--- src/hdl/hnc_pkg.sv ---
// hnc_pkg: shared types and constants for the host name classifier.
// Used by hnc_char_decode, hnc_tracker and host_name_classifier_unit.
package hnc_pkg;

    // Byte codes
    localparam logic [7:0] CHAR_END       = 8'h00;
    localparam logic [7:0] CHAR_DOT       = 8'h2E;
    localparam logic [7:0] CHAR_HYPHEN    = 8'h2D;
    localparam logic [7:0] CHAR_DIGIT_LO  = 8'h30;
    localparam logic [7:0] CHAR_DIGIT_HI  = 8'h39;
    localparam logic [7:0] CHAR_UPPER_LO  = 8'h41;
    localparam logic [7:0] CHAR_UPPER_HI  = 8'h5A;
    localparam logic [7:0] CHAR_LOWER_LO  = 8'h61;
    localparam logic [7:0] CHAR_LOWER_HI  = 8'h7A;

    // Dotted quad limits
    localparam logic [9:0] QUAD_MAX_VALUE  = 10'd255;
    localparam logic [2:0] QUAD_MAX_DIGITS = 3'd3;
    localparam logic [2:0] QUAD_LAST_DOTS  = 3'd3;

    // Saturation point of the length counters
    localparam logic [7:0] COUNT_SAT = 8'd255;

    // Configuration register indexes and reset values
    localparam logic CFG_MAX_NAME_LEN  = 1'b0;
    localparam logic CFG_MAX_LABEL_LEN = 1'b1;
    localparam logic [7:0] MAX_NAME_LEN_RST  = 8'd253;
    localparam logic [7:0] MAX_LABEL_LEN_RST = 8'd63;

    // Result codes
    typedef enum logic [1:0] {
        CLASS_INVALID = 2'd0,
        CLASS_IPV4    = 2'd1,
        CLASS_DOMAIN  = 2'd2
    } t_host_class;

    // One decoded byte
    typedef struct packed {
        logic       is_end;
        logic       is_dot;
        logic       is_digit;
        logic       is_letter;
        logic       is_hyphen;
        logic       is_other;
        logic [3:0] digit;
    } t_char_kind;

endpackage

--- src/hdl/hnc_char_decode.sv ---
// hnc_char_decode: sorts one name byte into end, dot, digit, letter,
// hyphen or other. Pure combinational; depends on hnc_pkg.
module hnc_char_decode
    import hnc_pkg::*;
(
    input  logic [7:0] i_char,
    output t_char_kind o_kind
);

    always_comb begin
        o_kind       = '0;
        o_kind.digit = 4'(i_char - CHAR_DIGIT_LO);
        case (i_char) inside
            CHAR_END:                       o_kind.is_end    = 1'b1;
            CHAR_DOT:                       o_kind.is_dot    = 1'b1;
            CHAR_HYPHEN:                    o_kind.is_hyphen = 1'b1;
            [CHAR_DIGIT_LO:CHAR_DIGIT_HI]:  o_kind.is_digit  = 1'b1;
            [CHAR_UPPER_LO:CHAR_UPPER_HI],
            [CHAR_LOWER_LO:CHAR_LOWER_HI]:  o_kind.is_letter = 1'b1;
            default:                        o_kind.is_other  = 1'b1;
        endcase
    end

endmodule

--- src/hdl/hnc_tracker.sv ---
// hnc_tracker: running flags and counters of the name being received and
// the class of the name at its end byte. Depends on hnc_pkg.
module hnc_tracker
    import hnc_pkg::*;
(
    input  logic        i_clk,
    input  logic        i_rst_n,
    input  logic        i_step,
    input  t_char_kind  i_kind,
    input  logic [7:0]  i_max_name_len,
    input  logic [7:0]  i_max_label_len,
    output t_host_class o_host_class,
    output logic        o_idle
);

    logic [7:0] r_name_len,   n_name_len;
    logic [2:0] r_part_cnt,   n_part_cnt;
    logic [9:0] r_part_val,   n_part_val;
    logic [2:0] r_digit_cnt,  n_digit_cnt;
    logic       r_quad_ok,    n_quad_ok;
    logic       r_seen_letter, n_seen_letter;
    logic [7:0] r_label_len,  n_label_len;
    logic       r_label_start, n_label_start;
    logic       r_prev_hyphen, n_prev_hyphen;
    logic       r_domain_ok,  n_domain_ok;
    logic       r_bad_char,   n_bad_char;

    logic label_bad_end;
    logic quad_final;
    logic domain_final;
    logic label_byte;

    // Class of the name as it stands, used at the end byte
    assign label_bad_end = (r_label_len == '0) || r_prev_hyphen;
    assign quad_final    = r_quad_ok && (r_part_cnt == QUAD_LAST_DOTS) &&
                           (r_digit_cnt != '0) && (r_part_val <= QUAD_MAX_VALUE);
    assign domain_final  = r_seen_letter && r_domain_ok && !label_bad_end &&
                           !r_bad_char;

    always_comb begin
        if (r_name_len == '0) begin
            o_host_class = CLASS_INVALID;
        end else if (quad_final) begin
            o_host_class = CLASS_IPV4;
        end else if (domain_final) begin
            o_host_class = CLASS_DOMAIN;
        end else begin
            o_host_class = CLASS_INVALID;
        end
    end

    assign o_idle = (r_name_len == '0);

    assign label_byte = i_kind.is_digit || i_kind.is_letter || i_kind.is_hyphen;

    // Next state for one byte
    always_comb begin
        n_name_len    = r_name_len;
        n_part_cnt    = r_part_cnt;
        n_part_val    = r_part_val;
        n_digit_cnt   = r_digit_cnt;
        n_quad_ok     = r_quad_ok;
        n_seen_letter = r_seen_letter;
        n_label_len   = r_label_len;
        n_label_start = r_label_start;
        n_prev_hyphen = r_prev_hyphen;
        n_domain_ok   = r_domain_ok;
        n_bad_char    = r_bad_char;

        if (i_kind.is_end) begin
            // end of name: back to the empty state
            n_name_len    = '0;
            n_part_cnt    = '0;
            n_part_val    = '0;
            n_digit_cnt   = '0;
            n_quad_ok     = 1'b1;
            n_seen_letter = 1'b0;
            n_label_len   = '0;
            n_label_start = 1'b1;
            n_prev_hyphen = 1'b0;
            n_domain_ok   = 1'b1;
            n_bad_char    = 1'b0;
        end else begin
            // total length
            if (r_name_len >= i_max_name_len) begin
                n_domain_ok = 1'b0;
            end
            if (r_name_len != COUNT_SAT) begin
                n_name_len = r_name_len + 8'd1;
            end

            // label length and label start, for label bytes
            if (label_byte) begin
                if (r_label_len >= i_max_label_len) begin
                    n_domain_ok = 1'b0;
                end
                if (r_label_len != COUNT_SAT) begin
                    n_label_len = r_label_len + 8'd1;
                end
                n_label_start = 1'b0;
                n_prev_hyphen = i_kind.is_hyphen;
            end

            if (i_kind.is_dot) begin
                if ((r_digit_cnt == '0) || (r_part_val > QUAD_MAX_VALUE) ||
                    (r_part_cnt >= QUAD_LAST_DOTS)) begin
                    n_quad_ok = 1'b0;
                end else begin
                    n_part_cnt = r_part_cnt + 3'd1;
                end
                n_part_val  = '0;
                n_digit_cnt = '0;
                if (label_bad_end) begin
                    n_domain_ok = 1'b0;
                end
                n_label_len   = '0;
                n_label_start = 1'b1;
                n_prev_hyphen = 1'b0;
            end

            if (i_kind.is_digit) begin
                if (r_digit_cnt >= QUAD_MAX_DIGITS) begin
                    n_quad_ok = 1'b0;
                end else begin
                    // value * 10 + digit, at most 999 here
                    n_part_val  = {r_part_val[6:0], 3'b000} + {r_part_val[8:0], 1'b0}
                                  + {6'd0, i_kind.digit};
                    n_digit_cnt = r_digit_cnt + 3'd1;
                end
            end

            if (i_kind.is_letter) begin
                n_quad_ok     = 1'b0;
                n_seen_letter = 1'b1;
            end

            if (i_kind.is_hyphen) begin
                n_quad_ok = 1'b0;
                if (r_label_start) begin
                    n_domain_ok = 1'b0;
                end
            end

            if (i_kind.is_other) begin
                n_quad_ok  = 1'b0;
                n_bad_char = 1'b1;
            end
        end
    end

    always_ff @(posedge i_clk) begin
        if (!i_rst_n) begin
            r_name_len    <= '0;
            r_part_cnt    <= '0;
            r_part_val    <= '0;
            r_digit_cnt   <= '0;
            r_quad_ok     <= 1'b1;
            r_seen_letter <= 1'b0;
            r_label_len   <= '0;
            r_label_start <= 1'b1;
            r_prev_hyphen <= 1'b0;
            r_domain_ok   <= 1'b1;
            r_bad_char    <= 1'b0;
        end else if (i_step) begin
            r_name_len    <= n_name_len;
            r_part_cnt    <= n_part_cnt;
            r_part_val    <= n_part_val;
            r_digit_cnt   <= n_digit_cnt;
            r_quad_ok     <= n_quad_ok;
            r_seen_letter <= n_seen_letter;
            r_label_len   <= n_label_len;
            r_label_start <= n_label_start;
            r_prev_hyphen <= n_prev_hyphen;
            r_domain_ok   <= n_domain_ok;
            r_bad_char    <= n_bad_char;
        end
    end

endmodule

--- src/hdl/host_name_classifier_unit.sv ---
// host_name_classifier_unit: top level of the host name classifier.
// Depends on hnc_pkg, hnc_char_decode and hnc_tracker.
//
// Usage:
//   Input channel (i_valid / o_stall / i_char_code) carries one byte of a
//   host name per beat. A zero byte ends the name and produces exactly one
//   result beat on the output channel (o_valid / i_stall / o_host_class):
//   0 invalid, 1 IPv4 dotted quad, 2 domain name. Other bytes give no beat.
//   A byte goes into an input register, is folded into the running state
//   by one level of short logic, and an end byte loads the result register.
//   Throughput: one byte per cycle while o_stall is low.
//   The write port (i_cfg_we / i_cfg_index / i_cfg_data) sets the name
//   length limit (index 0, reset 253) and the label length limit (index 1,
//   reset 63); write only while no name is in progress.
//   Synchronous reset clears the running state and the valid flags of both
//   data path registers, and loads the limits with their reset values.
//   When the receiver stalls with a result waiting, non-end bytes still
//   flow; an end byte waits in the input register and o_stall rises.
module host_name_classifier_unit
    import hnc_pkg::*;
(
    input  logic        i_clk,
    input  logic        i_rst_n,
    // byte input
    input  logic        i_valid,
    output logic        o_stall,
    input  logic [7:0]  i_char_code,
    // result output
    output logic        o_valid,
    input  logic        i_stall,
    output logic [1:0]  o_host_class,
    // configuration writes
    input  logic        i_cfg_we,
    input  logic        i_cfg_index,
    input  logic [7:0]  i_cfg_data
);

    logic        r_in_valid;
    logic [7:0]  r_in_char;
    logic        r_out_valid;
    t_host_class r_out_class;
    logic [7:0]  r_max_name_len;
    logic [7:0]  r_max_label_len;

    t_char_kind  kind;
    t_host_class trk_class;
    logic        trk_idle;
    logic        out_free;
    logic        advance;
    logic        in_take;

    // Configuration registers
    always_ff @(posedge i_clk) begin
        if (!i_rst_n) begin
            r_max_name_len  <= MAX_NAME_LEN_RST;
            r_max_label_len <= MAX_LABEL_LEN_RST;
        end else if (i_cfg_we) begin
            case (i_cfg_index)
                CFG_MAX_NAME_LEN:  r_max_name_len  <= i_cfg_data;
                CFG_MAX_LABEL_LEN: r_max_label_len <= i_cfg_data;
                default:           r_max_name_len  <= r_max_name_len;
            endcase
        end
    end

    // Decode of the registered byte
    hnc_char_decode u_decode (
        .i_char (r_in_char),
        .o_kind (kind)
    );

    // Handshake: an end byte needs the result register free
    assign out_free = !r_out_valid || !i_stall;
    assign advance  = r_in_valid && (!kind.is_end || out_free);
    assign o_stall  = r_in_valid && !advance;
    assign in_take  = i_valid && !o_stall;

    // Input register
    always_ff @(posedge i_clk) begin
        if (!i_rst_n) begin
            r_in_valid <= 1'b0;
        end else if (!o_stall) begin
            r_in_valid <= i_valid;
        end
    end

    always_ff @(posedge i_clk) begin
        if (in_take) begin
            r_in_char <= i_char_code;
        end
    end

    // Running state
    hnc_tracker u_tracker (
        .i_clk           (i_clk),
        .i_rst_n         (i_rst_n),
        .i_step          (advance),
        .i_kind          (kind),
        .i_max_name_len  (r_max_name_len),
        .i_max_label_len (r_max_label_len),
        .o_host_class    (trk_class),
        .o_idle          (trk_idle)
    );

    // Result register
    always_ff @(posedge i_clk) begin
        if (!i_rst_n) begin
            r_out_valid <= 1'b0;
        end else if (advance && kind.is_end) begin
            r_out_valid <= 1'b1;
        end else if (!i_stall) begin
            r_out_valid <= 1'b0;
        end
    end

    always_ff @(posedge i_clk) begin
        if (advance && kind.is_end) begin
            r_out_class <= trk_class;
        end
    end

    assign o_valid      = r_out_valid;
    assign o_host_class = r_out_class;

`ifndef ASSERT_OFF
    // An accepted end byte always lands in the result register
    a_end_gives_result: assert property (@(posedge i_clk) disable iff (!i_rst_n)
        (advance && kind.is_end) |=> r_out_valid)
        else $error("end byte did not produce a result");

    // The running state is empty right after an end byte
    a_state_cleared: assert property (@(posedge i_clk) disable iff (!i_rst_n)
        (advance && kind.is_end) |=> trk_idle)
        else $error("running state not cleared after end byte");

    // Only an end byte facing a blocked result register stalls the input
    a_stall_cause: assert property (@(posedge i_clk) disable iff (!i_rst_n)
        o_stall |-> (r_in_valid && kind.is_end && r_out_valid && i_stall))
        else $error("input stalled without cause");

    // Code 3 is never produced
    a_class_range: assert property (@(posedge i_clk) disable iff (!i_rst_n)
        r_out_valid |-> (r_out_class != 2'd3))
        else $error("result class out of range");
`endif

endmodule

--- config.mk ---
export PLATFORM = sky130hd
export DESIGN_NAME = host_name_classifier_unit
export DESIGN_NICKNAME = d
export VERILOG_FILES = /design/src/hdl/hnc_pkg.sv /design/src/hdl/hnc_char_decode.sv /design/src/hdl/hnc_tracker.sv /design/src/hdl/host_name_classifier_unit.sv
export SDC_FILE = /design/constraint.sdc
export NUM_CORES = 1
export LEC_CHECK = 0
export BUFFER_PORTS_ARGS = -buffer_cell sky130_fd_sc_hd__buf_4
export CAP_MARGIN = 20
export CORE_MARGIN = 3
export CORE_UTILIZATION = 50
export CTS_BUF_LIST = sky130_fd_sc_hd__clkbuf_4
export DETAILED_ROUTE_END_ITERATION = 8
export PLACE_DENSITY_LB_ADDON = 0.15
export SKIP_LAST_GASP = 1
export SYNTH_ARGS = -nofsm -noshare
export SYNTH_HDL_FRONTEND = slang
export SYNTH_HIERARCHICAL = 1
export SYNTH_SLANG_ARGS = --single-unit
export TNS_END_PERCENT = 50
--- constraint.sdc ---
create_clock -name i_clk -period 3.5 [get_ports i_clk]
set_clock_uncertainty 0.15 [all_clocks]
set_input_delay 0.35 -clock i_clk [delete_from_list [all_inputs] [get_ports i_clk]]
set_output_delay 0.35 -clock i_clk [all_outputs]
set_load 0.01 [all_outputs]
**Word level (Yosys, flattened, before mapping)**

Index checks and enable logic that the tools add are counted.

- Equal/unequal tests: 7
- Reduce and logical (&&, ||, !) cells: 48
- Add/sub/neg operators: 7
- Mux-type cells: 67
- Magnitude comparators: 12
- Bitwise logic cells: 1

Operators by type and width:

| kind | number |
|---|---|
| 1-bit two-way mux | 49 |
| 8-bit two-way mux | 6 |
| 10-bit two-way mux | 4 |
| 8-bit zero test | 3 |
| 3-bit two-way mux | 7 |
| 8-bit by 1-bit adder with 8-bit output, second input constant | 2 |
| 8-bit by 6-bit == test with 1-bit output, second input constant | 2 |
| 8-bit by 7-bit greater-or-equal comparator with 1-bit output, second input constant | 2 |
| 8-bit greater-or-equal comparator | 2 |
| 8-bit by 7-bit less-or-equal comparator with 1-bit output, second input constant | 2 |
| 8-bit inequality test, second input constant | 2 |
| 1-bit logical AND | 13 |
| 2-bit AND reduction | 6 |
| 10-bit adder | 1 |
| 10-bit by 4-bit adder with 10-bit output | 1 |
| 10-bit by 8-bit > comparator with 1-bit output, second input constant | 1 |
| 10-bit by 8-bit less-or-equal comparator with 1-bit output, second input constant | 1 |
| 3-bit nonzero test | 3 |
| 8-bit by 6-bit greater-or-equal comparator with 1-bit output, second input constant | 1 |
| 8-bit by 6-bit less-or-equal comparator with 1-bit output, second input constant | 1 |
| 2-bit nonzero test | 4 |
| 1-bit zero test | 7 |
| 1-bit logical OR | 7 |
| 3-bit by 1-bit adder with 3-bit output, second input constant | 2 |
| 10 further kinds | 13 |

- Logic and storage cells: 160
- Register bits: 66
- Output and inout bits: 4
- Input port bits: 22

**Longest topological paths before layout**

- Depth in word-level cells: 16
- Mapped depth: 10
- Mapped depth without buffers: 9

**Hierarchy**

The synthesis kept the hierarchy.

Modules (own cells, without submodules):

| module | times used | sequential area each (um^2) | area an instance (um^2) | cells each |
|---|---|---|---|---|
| hnc_tracker | 1 | 760.7 | 2608.8 | 306 |
| host_name_classifier_unit | 1 | 660.6 | 984.7 | 94 |
| hnc_char_decode | 1 | 0.0 | 147.6 | 21 |

**Worst setup path before layout**

OpenSTA, ideal clock, no wires.

- Path kind: register to register
- From: register r_in_char[2]
- To: register u_tracker.r_label_start
- Data required time: 3.236 ns
- Library setup time: 0.114 ns
- Clock period less this slack: 2.895 ns
- Buffers on the path: 1
- Setup slack: 0.605 ns
- Data arrival time: 2.631 ns
- Cell stages (with the launch flop): 9
- Cells stage by stage: edfxtp_1 or2_1 or4_4 nor4_2 a31oi_1 buf_2 o21ai_1 nand2_1 a21o_1

RTL lines:

| item | RTL line | source |
|---|---|---|
| from (decl) | host_name_classifier_unit.sv:39 | `logic [7:0] r_in_char;` |
| from (signal assigned) | host_name_classifier_unit.sv:89 | `r_in_char <= i_char_code;` |
| to (signal assigned) | hnc_tracker.sv:172 | `r_label_start <= n_label_start;` |
| to (decl) | hnc_tracker.sv:23 | `logic r_label_start, n_label_start;` |

==> summary.md <==
| Metric | Value |
|---|---|
| Status | `finished, final reports clean` |
| CTS max path bufs | `2` |
| Die area | `0.00856 mm²` |
| Relative slew slack | `39.9%` |
| Combinational share of power | `9.5%` |
| Kind of critical path | `flip-flop to flip-flop` |
| Startpoint types | `flip-flop` |
| Share of cells above drive strength 1 | `around 14%` |
| Commonest non-fill, non-tap cell in the layout | `dfxtp_1` |
| EDFF count, synth | `10` |
| CTS buffer count | `9` |
| Largest net degree at the start of global routing | `35` |
| R2R Setup Slk | `approximately 0.45 ns` |
| Drt drc | `0` |
| Die height | `92.5 µm` |
| Flop pwr share | `53.4%` |
| Die Wd | `92.5 µm` |
| Mapped Avg Cell Area | `8.89 µm²` |
| Antenna diodes | `0` |
| # fillers | `roughly 630` |
| Register area share after synthesis | `38.0%` |
| Root buf cell | `clkbuf_4` |
| Clock Latency Late Sink | `~0.4 ns` |
| Post-route clock period utilization | `around 87%` |
| Max-cap violations | `0` |
| TritonCTS clock tree | `built` |
| Vias post-DR | `3085` |
| Syn Std Cell Area | `~0.0037 mm²` |
| Area of the multi-input gates | `0.00211 mm²` |
| Hpwl dp | `approximately 5.6 mm` |
| Worst EP arrival | `3.22 ns` |
| Element type at the critical path end | `flip-flop` |
| Final setup viols | `0` |
| Setup_tns | `0 ns` |
| M3 GR Usage | `between 3 and 4%` |
| Grt met2 use | `between 30% and 40%` |
| # rows | `30` |
| Min Tclk post-route | `3.05 ns` |
| Seq cells post-synth | `66` |
| Gr ovfl total | `0` |
| Clock slew at reported path FFs | `0.11 ns` |
| Post-synthesis cell type count | `65` |
| Std-Cell Core Area | `0.00702 mm²` |
| Met1 Track Usage GR | `a little over a quarter` |
| Sw frac | `24.2%` |
| Vias per Instance | `5.52` |
| Overall fraction of global-route tracks in use | `roughly 20%` |
| Most frequent cells in the layout | `dfxtp_1, nand2_1, nor2_1` |
| Nets | `520` |
| Cells after synthesis | `421` |
| Initial antenna violation count | `0` |
| Syn Nets | `483` |
| Pins Over Slew Limit | `0` |
| Final wirelength | `7.79 mm` |
| GP Congestion | `about 0.82` |
| Tot Pwr | `1530 µW` |
| Synth warn | `6` |
| CTS Sinks | `66` |
| Worst slew pin tran | `0.890 ns` |
| Area grow syn2layout | `14.2%` |
| Predominant post-synthesis flop cell | `dfxtp_1` |
| Global-route wire length before repair | `~14 mm` |
| DP Area | `0.00398 mm²` |
| DRT iter0 DRCs | `135` |
| Int Pwr | `1160 µW` |
| GR peak layer | `met2` |
| TritonRoute pass-1 iters | `4` |
| Design area | `0.00427 mm²` |
| RSZ-0062 raised after global routing | `no` |
| Setup Buffers After CTS | `0` |
| WL/cell | `13.9 µm` |
| Post-Route Utilization | `60.9%` |
| Static Leakage | `0.00187 µW` |
| Hold Crit Class | `primary input to flip-flop` |
| Initial Util | `53.3%` |
| Post-DRT Antenna Nets | `0` |
| Fmax | `between 300 and 400 MHz` |
| Clock power share | `around 37%` |
| VDD IR max | `between 0.00015 and 0.0002 V` |
| Vias in the first global route | `2968` |
| Worst EP required | `3.66 ns` |
| Register Area | `approximately 0.0014 mm²` |
| Io pins | `26` |
| Switching power | `around 370 µW` |
| Final hold vios | `0` |
| Max H-tree Level | `3` |
| Crit Path Max Fanout | `15` |
| Async set-or-reset flop fraction in the synthesized netlist | `0%` |
| Pwr dens | `~360 mW/mm²` |
| I/O Buffers | `25` |
-- metal layers --
| layer | routed length, µm | vias up |
|---|---|---|
| met5 | 0 | - |
| met4 | 63 | 0 |
| met3 | 286 | 6 |
| met2 | 3650 | 54 |
| met1 | 3800 | 1456 |
| li1 | - | 1569 |
-- kinds of logic (layout without fill, tap and decap cells) --
family	after synthesis	after routing	synth area share [%]
adders and majority gates	40	40	13.8
and+or+nand+nor	171	171	23.0
buffers and inverters	47	89	5.69
xor gates and xnor gates	15	15	3.51
DFF	66	66	38.0
muxes	3	3	0.803
AOI/OAI and AO/OA	79	79	15.2
-- worst paths after layout --
kind	cells past startpoint	to	start
max	9	u_tracker/r_part_val[9]	r_in_char[1]
max reg2reg	9	u_tracker/r_part_val[9]	r_in_char[1]
min	3	r_max_name_len[7]	i_cfg_data[7]
min reg2reg	2	r_max_label_len[6]	r_max_label_len[6]
-- through the flow --
step | setup slack (ns) | hold slack [ns] | cells
global placement | 0.574 | 0.292 | 529
detailed placement | 0.485 | 0.309 | 529
finish | 0.445 | 0.0286 | 559
global route | 0.206 | 0.00700 | 559
floorplan | 0.605 | 0.272 | 421
CTS | 0.439 | 0.00205 | 559
-- synth_stat cells (4+ instances only) --
| cell | number | area [µm²] |
|---|---|---|
| dfxtp_1 | 56 | 1120 |
| nand2_1 | 52 | 195 |
| nor2_1 | 40 | 150 |
| ha_1 | 38 | 475 |
| inv_1 | 30 | 113 |
| nand3_1 | 29 | 145 |
| a21oi_1 | 20 | 100 |
| edfxtp_1 | 10 | 300 |
| nand4_1 | 9 | 56.3 |
| o21ai_0 | 9 | 45.0 |
| xor2_1 | 9 | 78.8 |
| buf_4 | 8 | 60.1 |
| nand2b_1 | 8 | 50.1 |
| a22oi_1 | 7 | 52.6 |
| xnor2_1 | 6 | 52.6 |
| a31oi_1 | 5 | 31.3 |
| buf_2 | 5 | 25.0 |
| a211oi_1 | 4 | 30.0 |
| nor2b_1 | 4 | 25.0 |
-- power groups by stage --
| stage | combinational [µW] | clock (µW) | sequential, µW |
|---|---|---|---|
| after floorplan | 96.5 | 0 | 827 |
| after global placement | 129 | 0 | 832 |
| after detailed placement | 132 | 0 | 833 |
| after CTS | 145 | 588 | 815 |
| after global routing | 167 | 613 | 820 |
| final | 145 | 566 | 815 |
-- registers in the layout (all words and copies together), names as in the netlist, 2 cells and up --
| signal | count |
|---|---|
| u_tracker/r_part_val | 10 |
| o_host_class | 2 |
| u_tracker/r_label_len | 8 |
| u_tracker/r_name_len | 8 |
| u_tracker/r_part_cnt | 3 |
| r_in_char | 8 |
| r_max_name_len | 8 |
| u_tracker/r_digit_cnt | 3 |
| r_max_label_len | 8 |
-- layout make-up --
class	count	share of cell area, %
clock buffers	10	1.76
repair buffers	42	8.20
well taps	96	2.81
flip-flops and latches	66	33.3
inverters	31	2.72
clock inverters	6	1.90
multi-input cells	308	49.3
-- repair_timing --
item	CTS	global route
resized for setup	0	0
hold buffers	14	0
hold endpoints to repair	14	0
-- critical path, stage by stage, from the launching register on --
cell and delay, ns:
edfxtp_1 0.42, or2_1 0.15, or4_4 0.13, nor4_2 0.03, buf_4 0.17, a31oi_1 0.73, and4_1 0.68, nand2_1 0.09
or2_0 0.22, o311ai_2 0.20
(Power assumes the default switching activity.)
